--- config.mk ---
export PLATFORM = sky130hd
export DESIGN_NAME = motor_voltage_pi_regulator
export DESIGN_NICKNAME = d
export VERILOG_FILES = /design/src/mvpi_pkg.sv /design/src/motor_voltage_pi_regulator.sv /design/src/mvpi_cfg.sv /design/src/mvpi_fifo.sv /design/src/mvpi_front.sv /design/src/mvpi_back.sv
export VERILOG_INCLUDE_DIRS = /design/src /design/src/src
export SDC_FILE = /design/constraint.sdc
export NUM_CORES = 1
export LEC_CHECK = 0
export ABC_AREA = 1
export BUFFER_PORTS_ARGS = -buffer_cell sky130_fd_sc_hd__buf_2
export CAP_MARGIN = 20
export CORE_UTILIZATION = 40
export CTS_CLUSTER_DIAMETER = 80
export DETAILED_ROUTE_END_ITERATION = 10
export SLEW_MARGIN = 20
export SYNTH_ARGS = -nofsm -noshare
export SYNTH_HDL_FRONTEND = slang
export SYNTH_HIERARCHICAL = 1
export SYNTH_SLANG_ARGS = --single-unit
--- constraint.sdc ---
create_clock -name clk -period 13.91 [get_ports clk]
set_clock_uncertainty 0.2 [all_clocks]
set_input_delay 1.391 -clock clk [delete_from_list [all_inputs] [get_ports clk]]
set_output_delay 1.391 -clock clk [all_outputs]
set_load 0.01 [all_outputs]
--- src/motor_voltage_pi_regulator_macros.svh ---
// ----------------------------------------------------------------------------
// Motor voltage PI regulator assertion macros
// Concurrent checks on clk, disabled while rst_n is low.
// ----------------------------------------------------------------------------
`ifndef MOTOR_VOLTAGE_PI_REGULATOR_MACROS_SVH
`define MOTOR_VOLTAGE_PI_REGULATOR_MACROS_SVH

`ifndef SYNTHESIS

// same-cycle implication
`define MVPI_ASSERT_IMPL(label, lhs, rhs) \
    label: assert property (@(posedge clk) disable iff (!rst_n) (lhs) |-> (rhs)) \
        else $error("%m: implication check failed");

// next-cycle implication
`define MVPI_ASSERT_NEXT(label, lhs, rhs) \
    label: assert property (@(posedge clk) disable iff (!rst_n) (lhs) |=> (rhs)) \
        else $error("%m: next-cycle check failed");

`else

`define MVPI_ASSERT_IMPL(label, lhs, rhs)
`define MVPI_ASSERT_NEXT(label, lhs, rhs)

`endif

`endif

--- src/mvpi_pkg.sv ---
// ----------------------------------------------------------------------------
// mvpi_pkg
// Shared types, constants and the setpoint level table of the regulator.
// ----------------------------------------------------------------------------
`default_nettype none

package mvpi_pkg;

    localparam int ADDR_W        = 5;
    localparam int DATA_W        = 32;
    localparam int TABLE_ENTRIES = 22;
    localparam int STEP          = 5;
    // sum of up to eight 8-bit samples
    localparam int SUM_W         = 11;
    // |err| * ERR_RECIP >> 16 == |err| / 20 for |err| < 256
    localparam int ERR_RECIP     = 3277;
    // t * DIV5_RECIP >> 10 == t / 5 for t < 128
    localparam int DIV5_RECIP    = 205;

    localparam logic [6:0]  RST_MAX_SETPOINT  = 7'd110;
    localparam logic [7:0]  RST_REPEAT_DELAY  = 8'd20;
    localparam logic [14:0] RST_INT_LIMIT     = 15'd240;
    localparam logic [7:0]  RST_BATT_FULL     = 8'd252;
    localparam logic [7:0]  RST_BATT_MID      = 8'd248;
    localparam logic [7:0]  RST_BATT_LOW_ENT  = 8'd240;
    localparam logic [7:0]  RST_BATT_LOW_EXIT = 8'd245;

    localparam logic [1:0] LEVEL_FULL   = 2'd0;
    localparam logic [1:0] LEVEL_MEDIUM = 2'd1;
    localparam logic [1:0] LEVEL_LOW_OK = 2'd2;
    localparam logic [1:0] LEVEL_CUTOFF = 2'd3;

    typedef enum logic [2:0] {
        REG_MAX_SETPOINT,
        REG_REPEAT_DELAY,
        REG_INTEGRAL_LIMIT,
        REG_BATTERY_FULL,
        REG_BATTERY_MID,
        REG_BATTERY_LOW_ENTER,
        REG_BATTERY_LOW_EXIT
    } reg_index_t;

    typedef struct packed {
        logic [6:0]  max_setpoint;
        logic [7:0]  repeat_delay;
        logic [14:0] integral_limit;
        logic [7:0]  battery_full_level;
        logic [7:0]  battery_mid_level;
        logic [7:0]  battery_low_enter;
        logic [7:0]  battery_low_exit;
    } cfg_t;

    typedef struct packed {
        logic [7:0] motor_sample;
        logic [7:0] battery_sample;
        logic       battery_update;
        logic       key_down;
        logic       key_up;
        logic       drive_enable;
    } tick_t;

    typedef struct packed {
        logic [7:0] duty;
        logic [6:0] setpoint;
        logic [1:0] battery_level;
        logic [7:0] motor_average;
    } result_t;

    // word handed from the front to the back
    typedef struct packed {
        logic [SUM_W-1:0] sample_sum;
        logic [6:0]       setpoint;
        logic [1:0]       battery_level;
        logic             battery_low;
        logic             drive_enable;
    } task_t;

    function automatic logic [7:0] level_table(input logic [4:0] idx);
        logic [7:0] lvl;
        case (idx)
            5'd0:    lvl = 8'd255;
            5'd1:    lvl = 8'd255;
            5'd2:    lvl = 8'd255;
            5'd3:    lvl = 8'd187;
            5'd4:    lvl = 8'd178;
            5'd5:    lvl = 8'd170;
            5'd6:    lvl = 8'd165;
            5'd7:    lvl = 8'd158;
            5'd8:    lvl = 8'd140;
            5'd9:    lvl = 8'd130;
            5'd10:   lvl = 8'd124;
            5'd11:   lvl = 8'd112;
            5'd12:   lvl = 8'd105;
            5'd13:   lvl = 8'd93;
            5'd14:   lvl = 8'd85;
            5'd15:   lvl = 8'd71;
            5'd16:   lvl = 8'd62;
            5'd17:   lvl = 8'd51;
            5'd18:   lvl = 8'd40;
            5'd19:   lvl = 8'd28;
            5'd20:   lvl = 8'd7;
            default: lvl = 8'd0;
        endcase
        return lvl;
    endfunction

endpackage

`default_nettype wire

--- src/motor_voltage_pi_regulator.sv ---
// ----------------------------------------------------------------------------
// Motor voltage PI regulator: one tick word in, one result word out.
// Path: task queue, back stage 1 and 2 registers, then the result queue's head.
// Throughput: one word per cycle unless full; the integral holds on a zero setpoint.
// Reset: async low; ring at 255, setpoint, integral, keys and battery cleared.
// ----------------------------------------------------------------------------
`default_nettype none

`include "motor_voltage_pi_regulator_macros.svh"

module motor_voltage_pi_regulator #(
    parameter int FILTER_DEPTH = 3,
    parameter int QUEUE_DEPTH  = 2
) (
    input  wire logic                        clk,
    input  wire logic                        rst_n,
    input  wire logic                        psel,
    input  wire logic                        penable,
    input  wire logic                        pwrite,
    input  wire logic [mvpi_pkg::ADDR_W-1:0] paddr,
    input  wire logic [mvpi_pkg::DATA_W-1:0] pwdata,
    output logic      [mvpi_pkg::DATA_W-1:0] prdata,
    output logic                             pready,
    input  wire logic                        push,
    input  mvpi_pkg::tick_t                  tick,
    output logic                             full,
    input  wire logic                        pop,
    output mvpi_pkg::result_t                result,
    output logic                             empty
);
    import mvpi_pkg::*;

    cfg_t    cfg;
    task_t   front_word;
    task_t   mid_word;
    result_t back_word;
    logic    accept;
    logic    mid_empty;
    logic    mid_pop;
    logic    out_full;
    logic    out_push;

    assign accept = push && !full;

    mvpi_cfg u_cfg (
        .clk     (clk),
        .rst_n   (rst_n),
        .psel    (psel),
        .penable (penable),
        .pwrite  (pwrite),
        .paddr   (paddr),
        .pwdata  (pwdata),
        .prdata  (prdata),
        .pready  (pready),
        .cfg     (cfg)
    );

    mvpi_front #(
        .FILTER_DEPTH (FILTER_DEPTH)
    ) u_front (
        .clk       (clk),
        .rst_n     (rst_n),
        .cfg       (cfg),
        .accept    (accept),
        .tick      (tick),
        .task_word (front_word)
    );

    mvpi_fifo #(
        .word_t (task_t),
        .DEPTH  (QUEUE_DEPTH)
    ) u_mid_q (
        .clk   (clk),
        .rst_n (rst_n),
        .push  (push),
        .wdata (front_word),
        .full  (full),
        .pop   (mid_pop),
        .rdata (mid_word),
        .empty (mid_empty)
    );

    mvpi_back #(
        .FILTER_DEPTH (FILTER_DEPTH)
    ) u_back (
        .clk            (clk),
        .rst_n          (rst_n),
        .integral_limit (cfg.integral_limit),
        .task_word      (mid_word),
        .task_empty     (mid_empty),
        .task_pop       (mid_pop),
        .out_full       (out_full),
        .out_push       (out_push),
        .out_word       (back_word)
    );

    mvpi_fifo #(
        .word_t (result_t),
        .DEPTH  (QUEUE_DEPTH)
    ) u_out_q (
        .clk   (clk),
        .rst_n (rst_n),
        .push  (out_push),
        .wdata (back_word),
        .full  (out_full),
        .pop   (pop),
        .rdata (result),
        .empty (empty)
    );

    `MVPI_ASSERT_IMPL(a_cutoff_no_drive, !empty && (result.battery_level == LEVEL_CUTOFF), result.duty == 8'd0)
    `MVPI_ASSERT_IMPL(a_zero_setpoint_idle, !empty && (result.setpoint == 7'd0), result.duty == 8'd0)
    `MVPI_ASSERT_NEXT(a_accept_queued, accept, !mid_empty)

endmodule

`default_nettype wire

--- src/mvpi_cfg.sv ---
// ----------------------------------------------------------------------------
// mvpi_cfg
// APB register bank holding the regulator configuration.
// ----------------------------------------------------------------------------
`default_nettype none

module mvpi_cfg (
    input  wire logic                       clk,
    input  wire logic                       rst_n,
    input  wire logic                       psel,
    input  wire logic                       penable,
    input  wire logic                       pwrite,
    input  wire logic [mvpi_pkg::ADDR_W-1:0] paddr,
    input  wire logic [mvpi_pkg::DATA_W-1:0] pwdata,
    output logic      [mvpi_pkg::DATA_W-1:0] prdata,
    output logic                            pready,
    output mvpi_pkg::cfg_t                  cfg
);
    import mvpi_pkg::*;

    cfg_t       cfg_reg;
    reg_index_t idx;
    logic       wr_en;

    assign idx    = reg_index_t'(paddr[ADDR_W-1:2]);
    assign wr_en  = psel && penable && pwrite;
    assign pready = 1'b1;
    assign cfg    = cfg_reg;

    always_ff @(posedge clk or negedge rst_n)
    begin
        if (!rst_n)
        begin
            cfg_reg.max_setpoint       <= RST_MAX_SETPOINT;
            cfg_reg.repeat_delay       <= RST_REPEAT_DELAY;
            cfg_reg.integral_limit     <= RST_INT_LIMIT;
            cfg_reg.battery_full_level <= RST_BATT_FULL;
            cfg_reg.battery_mid_level  <= RST_BATT_MID;
            cfg_reg.battery_low_enter  <= RST_BATT_LOW_ENT;
            cfg_reg.battery_low_exit   <= RST_BATT_LOW_EXIT;
        end
        else if (wr_en)
        begin
            unique case (idx)
                REG_MAX_SETPOINT:      cfg_reg.max_setpoint       <= pwdata[6:0];
                REG_REPEAT_DELAY:      cfg_reg.repeat_delay       <= pwdata[7:0];
                REG_INTEGRAL_LIMIT:    cfg_reg.integral_limit     <= pwdata[14:0];
                REG_BATTERY_FULL:      cfg_reg.battery_full_level <= pwdata[7:0];
                REG_BATTERY_MID:       cfg_reg.battery_mid_level  <= pwdata[7:0];
                REG_BATTERY_LOW_ENTER: cfg_reg.battery_low_enter  <= pwdata[7:0];
                REG_BATTERY_LOW_EXIT:  cfg_reg.battery_low_exit   <= pwdata[7:0];
                default: ;
            endcase
        end
    end

    always_comb
    begin
        unique case (idx)
            REG_MAX_SETPOINT:      prdata = DATA_W'(cfg_reg.max_setpoint);
            REG_REPEAT_DELAY:      prdata = DATA_W'(cfg_reg.repeat_delay);
            REG_INTEGRAL_LIMIT:    prdata = DATA_W'(cfg_reg.integral_limit);
            REG_BATTERY_FULL:      prdata = DATA_W'(cfg_reg.battery_full_level);
            REG_BATTERY_MID:       prdata = DATA_W'(cfg_reg.battery_mid_level);
            REG_BATTERY_LOW_ENTER: prdata = DATA_W'(cfg_reg.battery_low_enter);
            REG_BATTERY_LOW_EXIT:  prdata = DATA_W'(cfg_reg.battery_low_exit);
            default:               prdata = '0;
        endcase
    end

endmodule

`default_nettype wire

--- src/mvpi_fifo.sv ---
// ----------------------------------------------------------------------------
// mvpi_fifo
// Small synchronous queue of words; depth at least two.
// ----------------------------------------------------------------------------
`default_nettype none

module mvpi_fifo #(
    parameter type word_t = logic,
    parameter int  DEPTH  = 2
) (
    input  wire logic  clk,
    input  wire logic  rst_n,
    input  wire logic  push,
    input  word_t      wdata,
    output logic       full,
    input  wire logic  pop,
    output word_t      rdata,
    output logic       empty
);
    localparam int AW = $clog2(DEPTH);
    localparam int CW = $clog2(DEPTH + 1);

    word_t           mem [DEPTH];
    logic [AW-1:0]   wr_ptr_reg, wr_ptr_next;
    logic [AW-1:0]   rd_ptr_reg, rd_ptr_next;
    logic [CW-1:0]   count_reg, count_next;
    logic            do_push, do_pop;

    assign full    = (count_reg == CW'(DEPTH));
    assign empty   = (count_reg == '0);
    assign do_push = push && !full;
    assign do_pop  = pop && !empty;
    assign rdata   = mem[rd_ptr_reg];

    always_comb
    begin
        wr_ptr_next = wr_ptr_reg;
        rd_ptr_next = rd_ptr_reg;
        count_next  = count_reg;
        if (do_push)
            wr_ptr_next = (wr_ptr_reg == AW'(DEPTH - 1)) ? '0 : wr_ptr_reg + 1'b1;
        if (do_pop)
            rd_ptr_next = (rd_ptr_reg == AW'(DEPTH - 1)) ? '0 : rd_ptr_reg + 1'b1;
        if (do_push && !do_pop)
            count_next = count_reg + 1'b1;
        else if (do_pop && !do_push)
            count_next = count_reg - 1'b1;
    end

    always_ff @(posedge clk or negedge rst_n)
    begin
        if (!rst_n)
        begin
            wr_ptr_reg <= '0;
            rd_ptr_reg <= '0;
            count_reg  <= '0;
        end
        else
        begin
            wr_ptr_reg <= wr_ptr_next;
            rd_ptr_reg <= rd_ptr_next;
            count_reg  <= count_next;
        end
    end

    always_ff @(posedge clk)
    begin
        if (do_push)
            mem[wr_ptr_reg] <= wdata;
    end

endmodule

`default_nettype wire

--- src/mvpi_front.sv ---
// ----------------------------------------------------------------------------
// mvpi_front
// Takes one tick word a cycle while accept is high: battery state, key handling and the sample
// ring; hands the sum and the classified state on to the back.
// ----------------------------------------------------------------------------
`default_nettype none

module mvpi_front #(
    parameter int FILTER_DEPTH = 3
) (
    input  wire logic     clk,
    input  wire logic     rst_n,
    input  mvpi_pkg::cfg_t cfg,
    input  wire logic     accept,
    input  mvpi_pkg::tick_t tick,
    output mvpi_pkg::task_t task_word
);
    import mvpi_pkg::*;

    localparam int PW = (FILTER_DEPTH > 1) ? $clog2(FILTER_DEPTH) : 1;

    typedef enum logic [1:0] {DIR_NONE, DIR_DOWN, DIR_UP} dir_t;

    logic [7:0]       ring_reg  [FILTER_DEPTH];
    logic [7:0]       ring_next [FILTER_DEPTH];
    logic [PW-1:0]    pos_reg, pos_next;
    logic [6:0]       target_reg, target_next;
    logic             latched_reg, latched_next;
    dir_t             dir_reg, dir_next;
    logic [7:0]       hold_reg, hold_next;
    logic             low_reg, low_next;
    logic [1:0]       level_reg, level_next;
    logic [SUM_W-1:0] sum;

    function automatic logic [6:0] step_dn(input logic [6:0] t);
        return (t >= 7'(STEP)) ? t - 7'(STEP) : 7'd0;
    endfunction

    function automatic logic [6:0] step_up(input logic [6:0] t, input logic [6:0] m);
        logic [7:0] s;
        s = {1'b0, t} + 8'(STEP);
        return (s > {1'b0, m}) ? m : s[6:0];
    endfunction

    // battery classification with hysteresis on the low state
    always_comb
    begin
        low_next   = low_reg;
        level_next = level_reg;
        if (tick.battery_update)
        begin
            if (tick.battery_sample > cfg.battery_full_level)
            begin
                level_next = LEVEL_FULL;
                low_next   = 1'b0;
            end
            else if (tick.battery_sample > cfg.battery_mid_level)
            begin
                level_next = LEVEL_MEDIUM;
                low_next   = 1'b0;
            end
            else if ((tick.battery_sample > cfg.battery_low_enter && !low_reg) ||
                     (tick.battery_sample > cfg.battery_low_exit && low_reg))
            begin
                level_next = LEVEL_LOW_OK;
                low_next   = 1'b0;
            end
            else
            begin
                level_next = LEVEL_CUTOFF;
                low_next   = 1'b1;
            end
        end
    end

    // sample ring and its sum
    always_comb
    begin
        sum = '0;
        for (int i = 0; i < FILTER_DEPTH; i++)
        begin
            ring_next[i] = (pos_reg == PW'(i)) ? tick.motor_sample : ring_reg[i];
            sum = sum + SUM_W'(ring_next[i]);
        end
        pos_next = (pos_reg == PW'(FILTER_DEPTH - 1)) ? '0 : pos_reg + 1'b1;
    end

    // keys: first press steps at once, a held key repeats after the delay
    always_comb
    begin
        target_next  = target_reg;
        latched_next = latched_reg;
        dir_next     = dir_reg;
        hold_next    = hold_reg;
        if (tick.key_down && target_next != 7'd0 && !latched_next)
        begin
            target_next  = step_dn(target_next);
            latched_next = 1'b1;
            dir_next     = DIR_DOWN;
        end
        else if (tick.key_up && target_next < cfg.max_setpoint && !latched_next)
        begin
            target_next  = step_up(target_next, cfg.max_setpoint);
            latched_next = 1'b1;
            dir_next     = DIR_UP;
        end
        if (!tick.key_down && !tick.key_up)
        begin
            latched_next = 1'b0;
            hold_next    = '0;
            dir_next     = DIR_NONE;
        end
        if (dir_next != DIR_NONE)
        begin
            hold_next = hold_next + 8'd1;
            if (hold_next > cfg.repeat_delay)
            begin
                hold_next = '0;
                if (dir_next == DIR_DOWN)
                begin
                    if (target_next != 7'd0)
                        target_next = step_dn(target_next);
                end
                else if (target_next < cfg.max_setpoint)
                begin
                    target_next = step_up(target_next, cfg.max_setpoint);
                end
            end
        end
    end

    always_ff @(posedge clk or negedge rst_n)
    begin
        if (!rst_n)
        begin
            for (int i = 0; i < FILTER_DEPTH; i++)
                ring_reg[i] <= 8'hFF;
            pos_reg     <= '0;
            target_reg  <= '0;
            latched_reg <= 1'b0;
            dir_reg     <= DIR_NONE;
            hold_reg    <= '0;
            low_reg     <= 1'b0;
            level_reg   <= LEVEL_FULL;
        end
        else if (accept)
        begin
            for (int i = 0; i < FILTER_DEPTH; i++)
                ring_reg[i] <= ring_next[i];
            pos_reg     <= pos_next;
            target_reg  <= target_next;
            latched_reg <= latched_next;
            dir_reg     <= dir_next;
            hold_reg    <= hold_next;
            low_reg     <= low_next;
            level_reg   <= level_next;
        end
    end

    assign task_word.sample_sum    = sum;
    assign task_word.setpoint      = target_next;
    assign task_word.battery_level = level_next;
    assign task_word.battery_low   = low_next;
    assign task_word.drive_enable  = tick.drive_enable;

endmodule

`default_nettype wire

--- src/mvpi_back.sv ---
// ----------------------------------------------------------------------------
// mvpi_back
// Three-stage PI datapath: mean and table index, error and error/20,
// integral update and duty. The whole pipe holds while the result queue is full.
// ----------------------------------------------------------------------------
`default_nettype none

module mvpi_back #(
    parameter int FILTER_DEPTH = 3
) (
    input  wire logic        clk,
    input  wire logic        rst_n,
    input  wire logic [14:0] integral_limit,
    input  mvpi_pkg::task_t  task_word,
    input  wire logic        task_empty,
    output logic             task_pop,
    input  wire logic        out_full,
    output logic             out_push,
    output mvpi_pkg::result_t out_word
);
    import mvpi_pkg::*;

    localparam int AVG_SHIFT = 20;
    localparam int AVG_MUL   = (2**AVG_SHIFT + FILTER_DEPTH - 1) / FILTER_DEPTH;
    localparam int PROD_W    = SUM_W + AVG_SHIFT + 1;
    localparam logic signed [16:0] INT_FLOOR = -17'sd32768;

    logic adv;

    // stage 1
    logic [PROD_W-1:0] avg_prod;
    logic [14:0]       div5_prod;
    logic [4:0]        idx;
    logic              s1_valid_reg;
    logic [7:0]        s1_avg_reg;
    logic [4:0]        s1_idx_reg;
    logic [6:0]        s1_setpoint_reg;
    logic [1:0]        s1_level_reg;
    logic              s1_gate_reg;

    // stage 2
    logic [7:0]        tbl;
    logic signed [8:0] err;
    logic [8:0]        mag9;
    logic [19:0]       q_prod;
    logic [3:0]        q_mag;
    logic signed [4:0] q;
    logic              s2_valid_reg;
    logic signed [8:0] s2_err_reg;
    logic signed [4:0] s2_q_reg;
    logic [7:0]        s2_avg_reg;
    logic [6:0]        s2_setpoint_reg;
    logic [1:0]        s2_level_reg;
    logic              s2_gate_reg;

    // stage 3
    logic signed [15:0] integ_reg, integ_next;
    logic signed [16:0] isum;
    logic signed [16:0] lim;
    logic signed [18:0] p;
    logic [7:0]         duty;
    logic               active;

    assign adv      = !out_full;
    assign task_pop = adv && !task_empty;

    // sum / FILTER_DEPTH and setpoint / 5 by reciprocal multiplication
    assign avg_prod  = PROD_W'(task_word.sample_sum) * PROD_W'(AVG_MUL);
    assign div5_prod = 15'(task_word.setpoint) * 15'(DIV5_RECIP);
    always_comb
    begin
        if (div5_prod[14:10] == 5'd0)
            idx = 5'd0;
        else if (div5_prod[14:10] > 5'(TABLE_ENTRIES))
            idx = 5'(TABLE_ENTRIES - 1);
        else
            idx = div5_prod[14:10] - 5'd1;
    end

    // error / 20, truncated toward zero
    assign tbl    = level_table(s1_idx_reg);
    assign err    = $signed({1'b0, s1_avg_reg}) - $signed({1'b0, tbl});
    assign mag9   = err[8] ? 9'(-err) : 9'(err);
    assign q_prod = 20'(mag9[7:0]) * 20'(ERR_RECIP);
    assign q_mag  = q_prod[19:16];
    assign q      = err[8] ? -$signed({1'b0, q_mag}) : $signed({1'b0, q_mag});

    // integral clamp and duty
    assign active = (s2_setpoint_reg != 7'd0);
    assign lim    = $signed({2'b00, integral_limit});
    always_comb
    begin
        isum = $signed({integ_reg[15], integ_reg}) + $signed({{12{s2_q_reg[4]}}, s2_q_reg});
        if (isum > lim)
            isum = lim;
        else if (isum < INT_FLOOR)
            isum = INT_FLOOR;
        integ_next = isum[15:0];
        p = $signed({{9{s2_err_reg[8]}}, s2_err_reg, 1'b0}) +
            $signed({{2{integ_next[15]}}, integ_next, 1'b0});
        if (p < 19'sd0)
            duty = 8'd0;
        else if (p > 19'sd255)
            duty = 8'd255;
        else
            duty = p[7:0];
        if (!active || !s2_gate_reg)
            duty = 8'd0;
    end

    always_ff @(posedge clk or negedge rst_n)
    begin
        if (!rst_n)
        begin
            s1_valid_reg <= 1'b0;
            s2_valid_reg <= 1'b0;
            integ_reg    <= '0;
        end
        else if (adv)
        begin
            s1_valid_reg <= !task_empty;
            s2_valid_reg <= s1_valid_reg;
            if (s2_valid_reg && active)
                integ_reg <= integ_next;
        end
    end

    always_ff @(posedge clk)
    begin
        if (adv)
        begin
            s1_avg_reg      <= avg_prod[AVG_SHIFT +: 8];
            s1_idx_reg      <= idx;
            s1_setpoint_reg <= task_word.setpoint;
            s1_level_reg    <= task_word.battery_level;
            s1_gate_reg     <= task_word.drive_enable && !task_word.battery_low;
            s2_err_reg      <= err;
            s2_q_reg        <= q;
            s2_avg_reg      <= s1_avg_reg;
            s2_setpoint_reg <= s1_setpoint_reg;
            s2_level_reg    <= s1_level_reg;
            s2_gate_reg     <= s1_gate_reg;
        end
    end

    assign out_push               = s2_valid_reg && adv;
    assign out_word.duty          = duty;
    assign out_word.setpoint      = s2_setpoint_reg;
    assign out_word.battery_level = s2_level_reg;
    assign out_word.motor_average = s2_avg_reg;

endmodule

`default_nettype wire
Word-level counts from Yosys, hierarchy flattened
Memories as Yosys holds them, arrays and structs flattened.
Index checks and enable logic that the tools add are counted.
W data, S select, Z words.

word-level totals
  register bits after elaboration = 190
  bits in latches = 0
  RAM bits = 94
  memory bits (read-only) = 256
  output and inout bits = 60
  memories kept = 3

memory list
  memory           words  bits a word  rd ports  clocked after memory_dff  write ports  RTL line         RTL
  (no name shown)  32     8            1         0                         0            mvpi_pkg.sv:80   case (idx)
  u_out_q.mem      2      25           1         0                         1            mvpi_fifo.sv:23  word_t mem [DEPTH];
  u_mid_q.mem      2      22           1         0                         1            mvpi_fifo.sv:23

operators by class
  $add $sub $neg = 22
  $mul = 3
  div/mod/pow operators = 0
  $lt $le $gt $ge = 16
  eq/ne operators = 11
  shifts and indexed selects = 0
  muxes and demuxes = 53
  bitwise gates (word level) = 1
  reduce and logical (&&, ||, !) cells = 60

operators by type and width
  operator                  number
  $pmux W15 S7              1
  $mux W8                   10
  $mux W7                   11
  $gt A8 B8 Y1              5
  $mux W16                  2
  $mul A11 B18 Y27 const B  1
  $mux W2                   11
  $logic_and A1 B1 Y1       21
  $reduce_bool A7 Y1        3
  $mul A8 B12 Y20 const B   1
  $gt A19 B9 Y1 const B     1
  $lt A19 B1 Y1 const B     1
  $add A10 B17 Y18          1
  $reduce_and A2 Y1         9
  $add A16 B5 Y17           1
  $gt A17 B16 Y1            1
  $lt A17 B16 Y1 const B    1
  $add A7 B3 Y8 const B     2
  $gt A8 B7 Y1              2
  $mux W1                   16
  $logic_not A1 Y1          15
  $mul A7 B8 Y15 const B    1
  $ge A7 B3 Y1 const B      2
  $lt A7 B7 Y1              2
  other kinds (27)          45

Longest topological paths before layout
  depth in word-level cells = 12
  mapped depth = 41
  gate-level depth less buffers = 41

Cells and area by module
The synthesis kept the hierarchy.

by module, submodules not included
  module                      instances  cells each  area each (µm²)  seq. area each (µm²)
  mvpi_back                   1          1309        10572.6          2102.0
  mvpi_front                  1          863         5869.4           1206.2
  mvpi_cfg                    1          418         3364.5           1591.5
  mvpi_fifo at u_out_q        1          162         2057.0           1601.5
  mvpi_fifo at u_mid_q        1          146         1840.5           1421.4
  motor_voltage_pi_regulator  1          2           10.0             0.0

Worst setup path before layout
No wires, ideal clock.

  path type = register to register
  start point = register u_back.s1_idx_reg[1]
  end point = register u_back.s2_q_reg[2], data pin
  library setup time = 0.258 ns
  arrival time = 5.777 ns
  required time = 13.452 ns
  setup slack = 7.674 ns
  stages on the path, launching flop included = 38
  buffers on the path = 1
  path through = edfxtp_1 -> inv_1 -> ha_1 -> nor2_1 -> nor3_1 -> inv_1 -> o22ai_1 -> ha_1 -> fa_1 -> inv_1 -> nand2_1 -> nand2_1 -> nand3_1 -> nand2_1 -> inv_1 -> buf_2 -> o21ai_0 -> xor2_1 -> [2 not listed] -> inv_1 -> fa_1 -> fa_1 -> fa_1 -> inv_1 -> ha_1 -> nand2_1 -> nor2_1 -> a211oi_1 -> nand2_1 -> nand4_1 -> nand2_1 -> nand2_1 -> nand2_1 -> ha_1 -> inv_1 -> nand2_1 -> xor2_1

on the way
  elaborated cells on any way between the ends = 7
  those cells by class = add/sub (3); mul (1); mux (2); memory (1)

RTL lines
  item                    RTL line          RTL
  from (decl)             mvpi_back.sv:36   logic [4:0] s1_idx_reg;
  from (signal assigned)  mvpi_back.sv:133  s1_idx_reg <= idx;
  $mem_v2 Z32 W8 (*)      -
  $sub A8 B8 Y9 (*)       mvpi_back.sv:82   assign err = $signed({1'b0, s1_avg_reg}) - $signed({1'b0, tbl});
  net u_back.err[8]       mvpi_back.sv:43   logic signed [8:0] err;
  $mux W8                 mvpi_back.sv:83   assign mag9 = err[8] ? 9'(-err) : 9'(err);
  $mul A8 B12 Y20         mvpi_back.sv:84   assign q_prod = 20'(mag9[7:0]) * 20'(ERR_RECIP);
  $neg A4 Y5              mvpi_back.sv:86   assign q = err[8] ? -$signed({1'b0, q_mag}) : $signed({1'b0, q_mag});
  $mux W4 (*)             mvpi_back.sv:86
  net u_back.q[2]         mvpi_back.sv:47   logic signed [4:0] q;
  to (signal assigned)    mvpi_back.sv:138  s2_q_reg <= q;
  to (decl)               mvpi_back.sv:50   logic signed [4:0] s2_q_reg;

Mark *: on every way through the listed nets, which the timed path passes. The rest lies on a longest branch.
A chain may end at the register's enable or synchronous reset.

==> results_dict.tcl <==
set metrics [dict create \
    core_um2 58100 \
    hold_start "u_back/s1_setpoint_reg[3]$_DFFE_PN_" \
    placed_area_um2 24700 \
    wl_um 55500 \
    async_flop_share 0.475 \
    ys.flop_type "edfxtp_1" \
    area_growth_pct 9.63 \
    cts_resized 0 \
    cts.sinks 284 \
    track_usage 0.185 \
    final_common_cell "nand2_1" \
    nFillCells 5675 \
    route.detailed.drc 0 \
    numPlacedInstances 3699 \
    grt_pass1_vias 18463 \
    r2r_start "u_back/s2_q_reg[4]$_SDFFCE_PN0N_" \
    start_util 0.408 \
    vias 18923 \
    fmax_mhz 135 \
    reg2regPathDepth 35 \
    wire_per_inst_um 14.7 \
    grt_pass1_wl_um 91800 \
    reg2reg_to "u_out_q/mem[1][22]$_DFFE_PP_" \
    ys_types 66 \
    grt_max_degree 75 \
    end_kind "flop" \
    port_buffers 86 \
    drv_slew 0 \
    synth_edf_count 149 \
    die_w_um 245 \
    cts_buffer_depth 3 \
    num-nets-final 3412 \
    min_to "u_back/s2_setpoint_reg[3]$_DFFE_PN_" \
    largest_register_ffs 62 \
    setup_viol 0 \
    rsz0062_at_grt "false" \
    cp_slowest_cell "edfxtp_1" \
    cts_tree "built" \
    overflow 0 \
    outcome "finished, final reports clean" \
    crit_arrival_ns 7.47 \
    row_count 88 \
    cts_made_buffers 36 \
    synth-seq-area-share 0.334 \
    cts_setup_buffers 0 \
    cp.required_ns 13.99 \
    hold_viol 0 \
    ctsHoldBuffers 0 \
    critPathKind "flop to flop" \
    gp_congestion 0.881 \
    syn_area_um2 23700 \
    yosys_warnings 6 \
    slowest_delay_ns 0.73 \
    antenna_found_initial 0 \
    ys_ff_latch 284 \
    min_path_cells 0 \
    r2r_slack_ns 6.52 \
    cp_max_fo 15 \
    start_kind "flop" \
    mostFrequentLayoutCells "804 x nand2_1, 402 x inv_1, 300 x ha_1" \
    maxCapViolations 0 \
    setup_tns_ns 0 \
    worst_pin_slew_ns 1.01 \
    hpwl_um 42600 \
    min_period_ns 7.39 \
    n_antenna_cell 0 \
    detail-route-antenna-nets 0 \
    die_area_um2 60300 \
    post-route-period-util 0.531 \
    clkTransAtPathRegs_ns 0.06 \
    clk_latency_ns 0.57 \
    synth.avg_cell_area_um2 8.18 \
    cp_common_cell "o21ai_0" \
    finalHoldWorstSlack_ns 0.215 \
    first_pass_iters 7 \
    final_cell_count_no_fill 3765 \
    design_area_um2 26000 \
    die_h_um 245 \
    synthCells 2900 \
    final_layout_size_suffix_gt1_frac 0.103 \
    maxSlewHeadroom 0.325 \
    root_buffer "clkbuf_16" \
    hold_class "flop to flop" \
    drtIter0Drc 1088 \
    via_per_inst 5.03 \
    htreeDepth 2 \
    pin_count 124 \
]
## cell families (layout without fill, tap and decap cells)
| family | after synthesis | count (layout) | synth area share |
|---|---|---|---|
| DFF | 284 | 284 | 0.334 |
| and+or+nand+nor | 1260 | 1260 | 0.234 |
| adders and majority gates | 375 | 375 | 0.222 |
| AOI/OAI and AO/OA | 414 | 414 | 0.0974 |
| xor gates and xnor gates | 61 | 61 | 0.0232 |
| other | 3 | 19 | 0.000475 |
| buffers and inverters | 503 | 587 | 0.0892 |
## synthesized netlist by cell type, types with 10 or more instances
library cell  instances  area (um2)
nand2_1             804        3020
inv_1               404        1520
ha_1                300        3750
o21ai_0             166         831
edfxtp_1            149        4470
nor2_1              146         548
a21oi_1             143         716
nand3_1             128         641
dfrtp_1              79        1980
fa_1                 75        1500
dfstp_2              56        1470
nand4_1              55         344
xor2_1               40         350
buf_4                29         218
nor3_1               22         110
clkbuf_1             21        78.8
xnor2_1              19         166
and2_1               18         113
inv_2                16        60.1
a21o_1               15         113
nand2_2              14        87.6
nor2_2               13        81.3
buf_2                12        60.1
o21ai_1              12        60.1
buf_6                11         124
a31oi_1              10        62.6
nand3b_1             10        75.1
o22ai_1              10        62.6
## metal layers
layer / up-vias / track usage / routed length, um
met5: - / 0 / 0
met4: 0 / 0.0544 / 1220
met3: 86 / 0.0205 / 2120
met2: 366 / 0.314 / 26100
met1: 8829 / 0.247 / 26000
li1: 9642 / - / -
## final cells by class
cell class                 instances  area (um2)  area share
sequential                       284        7920       0.305
multi-input combinational       2129       13700       0.529
timing repair buffer              95         502      0.0193
tap                              765         957      0.0368
clock buffer                      45         976      0.0375
clock inverter                    20         278      0.0107
inverter                         427        1610      0.0620
## critical path, delay by kind of cell, from the launching register on
family                     cells  cell delay [ns]
and+or+nand+nor               11             1.30
xor gates and xnor gates       1             0.16
AOI/OAI and AO/OA             15             2.88
DFF                            1             0.73
buffers and inverters          3             0.19
adders and majority gates      5             1.62
## worst max path at each step
stage	from	slack, ns	to
final	u_back/s2_q_reg[4]$_SDFFCE_PN0N_	6.52	u_out_q/mem[1][22]$_DFFE_PP_
after CTS	u_back/s2_q_reg[4]$_SDFFCE_PN0N_	6.54	u_out_q/mem[1][22]$_DFFE_PP_
after global placement	u_back/s2_q_reg[4]$_SDFFCE_PN0N_	6.61	u_out_q/mem[0][22]$_DFFE_PP_
after global routing	u_back/s2_q_reg[4]$_SDFFCE_PN0N_	5.89	u_out_q/mem[0][23]$_DFFE_PP_
after detailed placement	u_back/s2_q_reg[4]$_SDFFCE_PN0N_	6.58	u_out_q/mem[0][22]$_DFFE_PP_
after floorplan	u_back/s1_idx_reg[1]$_SDFFCE_PP0N_	7.67	u_back/s2_q_reg[2]$_DFFE_PN_
## stage by stage
step / worst slack, ns / utilization
6_report: 6.52 / 0.447
5_1_grt: 5.89 / 0.447
4_1_cts: 6.54 / 0.447
3_5_place_dp: 6.58 / 0.425
3_3_place_gp: 6.61 / 0.425
2_1_floorplan: 7.67 / -
Power is not shown: default switching activity piles up to over one toggle a cycle in this logic, so the estimate is an artifact.
